==> src/rtl/core/fwil_pkg.sv <==
// ----------------------------------------------------------------------------
// fwil_pkg - firmware image layout parser package
// Status codes, check mode codes, layout constants and the aux length table.
// ----------------------------------------------------------------------------
package fwil_pkg;

  typedef enum logic [1:0] {
    ST_OK        = 2'd0,
    ST_BAD_ARG   = 2'd1,
    ST_TOO_SMALL = 2'd2
  } status_t;

  typedef enum logic [2:0] {
    CM_CRC      = 3'd0,
    CM_SHA      = 3'd1,
    CM_GCM      = 3'd2,
    CM_CBC      = 3'd3,
    CM_CBC_HMAC = 3'd4
  } check_mode_t;

  localparam int unsigned CRC_SIZE   = 4;
  localparam int unsigned META_BYTES = 4;
  localparam int unsigned MIN_IMAGE  = CRC_SIZE + META_BYTES;
  localparam int unsigned MODE_MAX   = 4;

  localparam int unsigned IN_TDATA_W  = 64;
  localparam int unsigned OUT_TDATA_W = 208;

  // auxiliary bytes per check mode
  function automatic logic [5:0] aux_len_f(input logic [2:0] mode);
    logic [5:0] len;
    unique case (mode)
      CM_CRC:      len = 6'd0;
      CM_SHA:      len = 6'd32;
      CM_GCM:      len = 6'd28;
      CM_CBC:      len = 6'd16;
      CM_CBC_HMAC: len = 6'd48;
      default:     len = 6'd0;
    endcase
    return len;
  endfunction

endpackage

==> src/rtl/core/firmware_image_layout_parser.sv <==
// ----------------------------------------------------------------------------
// firmware_image_layout_parser - image tail metadata check and layout offsets
// Checks size, magic and mode, then reports payload length and section offsets.
// ----------------------------------------------------------------------------
// input transactions pass through three register stages (s1, s2, s3) to out_tvalid
// throughput: one transaction per cycle; each stage advances when the next has room
// the third stage is the output register, so input keeps flowing while a result waits until stages 1 and 2 fill
// reset: rst_n low clears all stage valid bits and expected_magic to zero
module firmware_image_layout_parser (
  input  logic                                 clk,
  input  logic                                 rst_n,
  input  logic                                 cfg_wr_en,
  input  logic [7:0]                           cfg_wr_data,  // expected_magic
  input  logic                                 in_tvalid,
  output logic                                 in_tready,
  // image_size[31:0], meta_magic[39:32], meta_mode_byte[47:40],
  // meta_version_len[55:48], meta_tag_len[63:56]
  input  logic [fwil_pkg::IN_TDATA_W-1:0]      in_tdata,
  output logic                                 out_tvalid,
  input  logic                                 out_tready,
  // status[1:0], check_mode[4:2], header_first[5], aux_length[11:6],
  // payload_length[43:12], payload_offset[75:44], aux_offset[107:76],
  // version_offset[139:108], tag_offset[171:140], crc_offset[203:172], zero pad
  output logic [fwil_pkg::OUT_TDATA_W-1:0]     out_tdata
);
  import fwil_pkg::*;

  logic [7:0] magic_r;

  logic en1, en2, en3;

  // stage 1: checks and small sums
  logic        s1_v_r;
  logic [31:0] s1_size_r;
  logic        s1_bad_r;
  logic [2:0]  s1_mode_r;
  logic        s1_front_r;
  logic [5:0]  s1_alen_r;
  logic [9:0]  s1_ovh_r;
  logic [8:0]  s1_av_r;
  logic [9:0]  s1_avt_r;
  logic [8:0]  s1_toff_r;
  logic [9:0]  s1_aoff_r;
  logic [9:0]  s1_poff_r;

  // stage 2: overhead compare and payload length
  logic        s2_v_r;
  status_t     s2_status_r;
  logic [31:0] s2_plen_r;
  logic [2:0]  s2_mode_r;
  logic        s2_front_r;
  logic [5:0]  s2_alen_r;
  logic [8:0]  s2_av_r;
  logic [9:0]  s2_avt_r;
  logic [8:0]  s2_toff_r;
  logic [9:0]  s2_aoff_r;
  logic [9:0]  s2_poff_r;

  // stage 3: output register
  logic        s3_v_r;
  status_t     s3_status_r;
  logic [2:0]  s3_mode_r;
  logic        s3_front_r;
  logic [5:0]  s3_alen_r;
  logic [31:0] s3_plen_r;
  logic [31:0] s3_poff_r;
  logic [31:0] s3_aoff_r;
  logic [31:0] s3_voff_r;
  logic [31:0] s3_toff_r;
  logic [31:0] s3_coff_r;

  // stage 1 combinational
  logic [31:0] in_size;
  logic [7:0]  in_magic;
  logic [6:0]  in_mode7;
  logic [7:0]  in_vlen;
  logic [7:0]  in_tlen;
  logic [5:0]  s1_alen_nxt;
  logic [8:0]  s1_vt;
  logic [9:0]  s1_avt_nxt;

  // stage 2 combinational
  logic [32:0] s2_diff;
  status_t     s2_status_nxt;

  // stage 3 combinational
  logic [31:0] s3_voff_trl;
  logic [31:0] s3_toff_trl;
  logic [31:0] s3_coff_trl;
  logic        s3_ok;

  assign en3       = !s3_v_r || out_tready;
  assign en2       = !s2_v_r || en3;
  assign en1       = !s1_v_r || en2;
  assign in_tready = en1;

  always_ff @(posedge clk) begin
    if (!rst_n) begin
      magic_r <= 8'd0;
    end else if (cfg_wr_en) begin
      magic_r <= cfg_wr_data;
    end
  end

  assign in_size  = in_tdata[31:0];
  assign in_magic = in_tdata[39:32];
  assign in_mode7 = in_tdata[46:40];
  assign in_vlen  = in_tdata[55:48];
  assign in_tlen  = in_tdata[63:56];

  assign s1_alen_nxt = aux_len_f(in_mode7[2:0]);
  assign s1_vt       = {1'b0, in_vlen} + {1'b0, in_tlen};
  assign s1_avt_nxt  = {4'b0, s1_alen_nxt} + {1'b0, s1_vt};

  always_ff @(posedge clk) begin
    if (!rst_n) begin
      s1_v_r <= 1'b0;
    end else if (en1) begin
      s1_v_r <= in_tvalid;
    end
  end

  always_ff @(posedge clk) begin
    if (en1) begin
      s1_size_r  <= in_size;
      s1_bad_r   <= (in_size < 32'(MIN_IMAGE)) || (in_magic != magic_r) ||
                    (in_mode7 > 7'(MODE_MAX));
      s1_mode_r  <= in_mode7[2:0];
      s1_front_r <= in_tdata[47];
      s1_alen_r  <= s1_alen_nxt;
      s1_ovh_r   <= 10'(MIN_IMAGE) + s1_avt_nxt;
      s1_av_r    <= {3'b0, s1_alen_nxt} + {1'b0, in_vlen};
      s1_avt_r   <= s1_avt_nxt;
      s1_toff_r  <= 9'(CRC_SIZE) + {1'b0, in_vlen};
      s1_aoff_r  <= 10'(CRC_SIZE) + {1'b0, s1_vt};
      s1_poff_r  <= 10'(CRC_SIZE) + s1_avt_nxt;
    end
  end

  // borrow out of the subtract means the image does not cover the overhead
  assign s2_diff = {1'b0, s1_size_r} - {23'b0, s1_ovh_r};

  always_comb begin
    priority if (s1_bad_r) begin
      s2_status_nxt = ST_BAD_ARG;
    end else if (s2_diff[32]) begin
      s2_status_nxt = ST_TOO_SMALL;
    end else begin
      s2_status_nxt = ST_OK;
    end
  end

  always_ff @(posedge clk) begin
    if (!rst_n) begin
      s2_v_r <= 1'b0;
    end else if (en2) begin
      s2_v_r <= s1_v_r;
    end
  end

  always_ff @(posedge clk) begin
    if (en2) begin
      s2_status_r <= s2_status_nxt;
      s2_plen_r   <= s2_diff[31:0];
      s2_mode_r   <= s1_mode_r;
      s2_front_r  <= s1_front_r;
      s2_alen_r   <= s1_alen_r;
      s2_av_r     <= s1_av_r;
      s2_avt_r    <= s1_avt_r;
      s2_toff_r   <= s1_toff_r;
      s2_aoff_r   <= s1_aoff_r;
      s2_poff_r   <= s1_poff_r;
    end
  end

  // trailer layout: payload | aux | version | tag | crc | meta
  assign s3_voff_trl = s2_plen_r + {26'b0, s2_alen_r};
  assign s3_toff_trl = s2_plen_r + {23'b0, s2_av_r};
  assign s3_coff_trl = s2_plen_r + {22'b0, s2_avt_r};
  assign s3_ok       = (s2_status_r == ST_OK);

  always_ff @(posedge clk) begin
    if (!rst_n) begin
      s3_v_r <= 1'b0;
    end else if (en3) begin
      s3_v_r <= s2_v_r;
    end
  end

  always_ff @(posedge clk) begin
    if (en3) begin
      s3_status_r <= s2_status_r;
      s3_mode_r   <= s3_ok ? s2_mode_r : 3'd0;
      s3_front_r  <= s3_ok && s2_front_r;
      s3_alen_r   <= s3_ok ? s2_alen_r : 6'd0;
      s3_plen_r   <= s3_ok ? s2_plen_r : 32'd0;
      if (!s3_ok) begin
        s3_poff_r <= 32'd0;
        s3_aoff_r <= 32'd0;
        s3_voff_r <= 32'd0;
        s3_toff_r <= 32'd0;
        s3_coff_r <= 32'd0;
      end else if (s2_front_r) begin
        // header first: crc | version | tag | aux | payload | meta
        s3_poff_r <= {22'b0, s2_poff_r};
        s3_aoff_r <= {22'b0, s2_aoff_r};
        s3_voff_r <= 32'(CRC_SIZE);
        s3_toff_r <= {23'b0, s2_toff_r};
        s3_coff_r <= 32'd0;
      end else begin
        s3_poff_r <= 32'd0;
        s3_aoff_r <= s2_plen_r;
        s3_voff_r <= s3_voff_trl;
        s3_toff_r <= s3_toff_trl;
        s3_coff_r <= s3_coff_trl;
      end
    end
  end

  assign out_tvalid = s3_v_r;
  assign out_tdata  = {4'b0, s3_coff_r, s3_toff_r, s3_voff_r, s3_aoff_r, s3_poff_r,
                       s3_plen_r, s3_alen_r, s3_front_r, s3_mode_r, s3_status_r};

  // error results carry nothing but the status
  a_err_zero: assert property (@(posedge clk) disable iff (!rst_n)
    (s3_v_r && s3_status_r != ST_OK) |->
      (s3_mode_r == 3'd0 && !s3_front_r && s3_alen_r == 6'd0 && s3_plen_r == 32'd0 &&
       s3_poff_r == 32'd0 && s3_coff_r == 32'd0 && s3_voff_r == 32'd0))
    else $error("error result has nonzero layout fields");

  a_hdr_layout: assert property (@(posedge clk) disable iff (!rst_n)
    (s3_v_r && s3_status_r == ST_OK && s3_front_r) |->
      (s3_coff_r == 32'd0 && s3_voff_r == 32'(CRC_SIZE) &&
       s3_poff_r == s3_aoff_r + {26'b0, s3_alen_r}))
    else $error("header-first offsets inconsistent");

  a_trl_layout: assert property (@(posedge clk) disable iff (!rst_n)
    (s3_v_r && s3_status_r == ST_OK && !s3_front_r) |->
      (s3_poff_r == 32'd0 && s3_aoff_r == s3_plen_r &&
       s3_voff_r == s3_plen_r + {26'b0, s3_alen_r}))
    else $error("trailer offsets inconsistent");

  a_stall_full: assert property (@(posedge clk) disable iff (!rst_n)
    !in_tready |-> (s1_v_r && s2_v_r && s3_v_r && !out_tready))
    else $error("input stalled while pipeline has room");

  a_out_hold: assert property (@(posedge clk) disable iff (!rst_n)
    (s3_v_r && !out_tready) |=> (s3_v_r && $stable(s3_plen_r) && $stable(s3_status_r)))
    else $error("stalled result changed");

endmodule

==> config.mk <==
export PLATFORM = sky130hd
export DESIGN_NAME = firmware_image_layout_parser
export DESIGN_NICKNAME = d
export VERILOG_FILES = /design/src/rtl/core/fwil_pkg.sv /design/src/rtl/core/firmware_image_layout_parser.sv
export SDC_FILE = /design/constraint.sdc
export NUM_CORES = 1
export LEC_CHECK = 0
export BUFFER_PORTS_ARGS = -buffer_cell sky130_fd_sc_hd__buf_2
export CAP_MARGIN = 20
export CORE_MARGIN = 4
export CORE_UTILIZATION = 50
export DETAILED_ROUTE_END_ITERATION = 6
export PLACE_DENSITY = 0.75
export SYNTH_ARGS = -nofsm -noshare
export SYNTH_HDL_FRONTEND = slang
export SYNTH_SLANG_ARGS = --single-unit
==> constraint.sdc <==
create_clock -name clk -period 4.4 [get_ports clk]
set_input_delay 0.44 -clock clk [delete_from_list [all_inputs] [get_ports clk]]
set_output_delay 0.44 -clock clk [all_outputs]
set_load 0.01 [all_outputs]
# Word-level counts from Yosys, hierarchy flattened
# Index checks and enable logic that the tools add are counted.
[word_totals]
register_bits = 408
latch_bits = 0
ramBits = 0
romBits = 0
input_bits = 77
output_inout_bits = 210
word_cells = 75
n_memories = 0
[classes]
add_sub_neg = 11
multipliers = 0
div = 0
magnitude_cmp = 2
eq_ne = 5
shifts = 0
mux = 5
bitwise_logic = 1
reduce_logical = 12
[op_table]
columns = ["operator", "n"]
rows = [
  ["$sub A32 B10 Y33", 1],
  ["$add A32 B10 Y32", 1],
  ["$add A32 B6 Y32", 1],
  ["$add A32 B9 Y32", 1],
  ["$lt A32 B4 Y1 const B", 1],
  ["$pmux W6 S4", 1],
  ["$add A3 B10 Y10 const A", 1],
  ["$add A3 B9 Y10 const A", 1],
  ["$add A4 B10 Y10 const A", 1],
  ["$add A6 B9 Y10", 1],
  ["$mux W10", 1],
  ["$add A3 B8 Y9 const A", 1],
  ["$add A6 B8 Y9", 1],
  ["$add A8 B8 Y9", 1],
  ["$mux W9", 1],
  ["$ne A8 B8 Y1", 1],
  ["$gt A7 B3 Y1 const B", 1],
  ["$eq A3 B2 Y1 const B", 2],
  ["$logic_or A1 B1 Y1", 5],
  ["$eq A3 B1 Y1 const B", 1],
  ["$eq A3 B3 Y1 const B", 1],
  ["$logic_not A1 Y1", 3],
  ["$mux W3", 1],
  ["$logic_not A2 Y1", 1],
  ["5 further kinds", 5],
]

# Depth between registers and ports, before layout
[depth]
word_depth = 4
mapped_depth = 13

# Worst setup path before layout
# OpenSTA, ideal clock, no wires.
[synth_path]
kind = "input-to-reg"
startpoint = "input port out_tready"
endpoint = "register s3_alen_r[3] (enable)"
arrival_time_ns = 3.981
setup_slack_ns = -0.112
cell_stages = 2
path_cell_list = "nor2b_1 > inv_1"
[synth_between]
elab_chain_len = 1
[synth_rtl]
columns = ["element", "line_no", "rtl"]
rows = [
  ["from (decl)", "firmware_image_layout_parser.sv:20", "input logic out_tready,"],
  ["$logic_or A1 B1 Y1", "firmware_image_layout_parser.sv:92", "assign en3 = !s3_v_r || out_tready;"],
  ["net en3", "firmware_image_layout_parser.sv:30", "logic en1, en2, en3;"],
  ["to (signal assigned)", "firmware_image_layout_parser.sv:195", "s3_alen_r <= s3_ok ? s2_alen_r : 6'd0;"],
  ["to (decl)", "firmware_image_layout_parser.sv:64", "logic [5:0] s3_alen_r;"],
]
# The timed path passes the listed nets, and every way through them passes these cells.
# A chain may end at the register's enable or synchronous reset.

# Worst setup path after layout
[layout_path]
startpoint = "input port in_tdata[48] (netlist bit)"
endpoint = "register s1_ovh_r[9], data pin"
[layout_between]
elab_chain_len = 3
[layout_rtl]
columns = ["element", "line_no", "rtl"]
rows = [
  ["from (decl)", "firmware_image_layout_parser.sv:18", "input logic [fwil_pkg::IN_TDATA_W-1:0] in_tdata,"],
  ["$add A8 B8 Y9", "firmware_image_layout_parser.sv:112", "assign s1_vt = {1'b0, in_vlen} + {1'b0, in_tlen};"],
  ["$add A6 B9 Y10", "firmware_image_layout_parser.sv:113", "assign s1_avt_nxt = {4'b0, s1_alen_nxt} + {1'b0, s1_vt};"],
  ["$add A4 B10 Y10", "firmware_image_layout_parser.sv:131", "s1_ovh_r <= 10'(MIN_IMAGE) + s1_avt_nxt;"],
  ["to (signal assigned)", "firmware_image_layout_parser.sv:131", ""],
  ["to (decl)", "firmware_image_layout_parser.sv:39", "logic [9:0] s1_ovh_r;"],
]
# Every way passes these cells.

==> run summary <==
Crit path DAT: 3.69 ns
Hold_buf cts: 0
CP Data Required Time: 4.67 ns
Vias in the first global route: 10,310
Crit path buf inv count: 2
CTS sink count: 362
CTS Buf Count: 39
Num ports: 287
Register bit total from synthesis: 362
Core Area: 32,620 sq um
Cell Count, Final, Fillers Out: 1,995
Vias: 10,730
Worst path cell trace: buf_2, ha_1, fa_1, xor2_1, ha_1, inv_1, fa_1, nor2b_1, o21ai_0, a221oi_1, o31ai_1, xor2_1, nor3_1, or2_2
DRC: 0
Final Max Slew Viols: 0
Post-synthesis cell type count: 52
Synth Flop Type: edfxtp_1
Slew at the pin closest to its max-slew limit: 1.371 ns
Most common cell in the netlist: edfxtp_1
Initial antenna violation count: 7
Largest net degree at the start of global routing: 180
Worst setup path category: in2reg
Power per cell area: 481.4 nW/um^2
First-pass GRT wire length: 58,000 microns
Yosys Warn Count: 0
Final HPWL from detailed placement: 26,900 microns
Slowest cell on the critical path: fa_1
Max-Cap Viols: 0
Top post-synthesis cells by area: edfxtp_1, ha_1, xnor2_1, xor2_1, nor2_1
Crit path max-delay family: adder cells
Postcts setup bufs: 0
Port Buf Inserts: 258
Root buf cell: clkbuf_16
Finished Core Util: 0.5961
Final-report hold violation count: 0
Clk buf depth: 3
Layout cells sized above 1: 0.2245
Final period util: 0.7787
Synthesized area: 16,540 sq um
CTS tree: done
Final net count: 1,659
H-Tree Depth: 2
Avg Cell Area, Syn: 13.14 sq um
DIE WIDTH: 189.9 microns
Fmax: 0.2919 GHz
Area leader, netlist: edfxtp_1
Synth Instances: 1,258
# rows: 66
Fraction of registers with async set/reset: 0
CP Capture Type: flip-flop
Status: complete, no violations
Post_cts resized: 0
Die area: 36,040 sq um
Synth top area share: 0.6374
Final worst path period need: 3.426 ns
P&R area growth vs syn: 17.59%
Delay of the slowest cell on the worst path: 0.45 ns
Cell leakage power: 8.512 nW
Place WS: 0.4969 ns
Max-slew headroom: 0.08582
Number of synthesized flops with an enable pin: 351
Clock insertion delay at the later pin of the skew report: 0.53 ns
Initial drt markers: 1,016
GRT Util Overall: 0.2062
Final Worst Setup Slack: 0.9736 ns
Post-synthesis sequential area ratio: 0.6507
Per-cell routed wire length: 19.21 microns
Hold crit path type: in2reg
Die H: 189.9 microns
Vias per cell: 5.379
Final ANT Viol Nets: 0
CP Max Fanout: 4
Final WL: 38,320 microns
R2r setup slk: 1.17 ns
IR drop worst, VDD: 0.2672 mV
Commonest cells post-synth: edfxtp_1, nor2_1, a21oi_1
Grt total ovfl: 0
Pre-Repair DR Iteration Count: 5
Skew final: 0.02693 ns
TNS Setup: 0 ns
Clock-pin transition on the worst setup and hold timing paths: 0.06 ns
RSZ-0062 raised after global routing: false
Inst Count DP: 1,921
Gpl congestion: 0.8558
CP Launch Type: input port
Starting Density: 0.5069
# setup viols final: 0
## area by class of cell
cell class              instances  area, sq um
fillers                      2567        13170
flip-flops and latches        362        10760
multi-input cells             799         5326
repair buffers                272         1421
clock buffers                  50         1027
well taps                     442        553.0
inverters                      47        180.2
clock inverters                20        168.9
diodes                          3        7.507
## flip-flops by register name, indices dropped and copies added, names as in the netlist, 7 cells and up
signal	flops
s3_toff_r	32
s2_poff_r	8
s1_av_r	9
s1_ovh_r	10
s3_coff_r	32
s1_aoff_r	8
s3_aoff_r	32
s3_poff_r	10
s1_size_r	32
s1_poff_r	8
s3_plen_r	32
s1_toff_r	7
s2_plen_r	32
s2_av_r	9
magic_r	8
s1_avt_r	7
s2_toff_r	7
s2_avt_r	10
s2_aoff_r	8
s3_voff_r	32
## routing by layer
layer	global-route usage	share of wire
met5	0	0.0011
met4	0.05871	0.025
met3	0.04936	0.091
met2	0.3364	0.47
met1	0.2791	0.41
## cell usage in the layout (no fill, tap or decap), drive strengths merged, types with 3 or more instances in the layout
cell | synthesis | routed
xor2 | 51 | 51
ha | 54 | 54
edfxtp | 351 | 351
nand2b | 12 | 12
o21a | 8 | 8
o31ai | 8 | 8
clkinv | 0 | 11
a21oi | 63 | 63
buf | 31 | 272
nand2 | 39 | 39
diode | 0 | 3
xnor2 | 59 | 59
a41oi | 3 | 3
nor4 | 15 | 15
and3 | 28 | 28
inv | 47 | 50
nor2 | 96 | 96
fa | 7 | 7
nand4 | 13 | 13
mux2i | 24 | 24
conb | 1 | 28
or2 | 14 | 14
o21ai | 61 | 61
or3 | 36 | 36
clkbuf | 46 | 50
dfxtp | 11 | 11
clkinvlp | 0 | 4
nor2b | 24 | 24
a211oi | 3 | 3
a21boi | 5 | 5
and2 | 58 | 58
nor3 | 25 | 25
or4 | 7 | 7
a31oi | 4 | 4
nand3 | 19 | 19
a21o | 19 | 19
## kinds of logic after synthesis
family / share of synthesized area
xor+xnor: 0.05826
compound gates: 0.06530
simple gates: 0.1259
flops: 0.6507
buf+inv: 0.03503
mux: 0.01521
fa+ha+maj: 0.04933
other cells: 0.0002268
## per-stage QoR
step                hold slack [ns]  total power, mW  cell area (sq um)
floorplan                    0.4003            5.729              16640
global placement             0.4012            6.234              18210
detailed placement           0.4045            6.290              18220
CTS                         0.07946            9.395              19420
global route                0.08096            9.789              19440
finish                       0.1006            9.362              19440
## path summary, 6_finish.rpt
path | start | endpoint | depth (start not counted)
min reg2reg | s1_av_r[8] | s2_av_r[8] | 0
min | in_tdata[2] | s1_size_r[2] | 1
max | in_tdata[48] | s1_ovh_r[9] | 14
max reg2reg | s2_plen_r[0] | s3_toff_r[18] | 11
## where the power goes
part | total (mW) | switching, mW | internal (mW)
logic | 1.79 | 1.04 | 0.752
registers | 4.47 | 0.295 | 4.17
clock network | 3.10 | 1.32 | 1.78
total | 9.36 | 2.65 | 6.71
(Power assumes the default switching activity.)
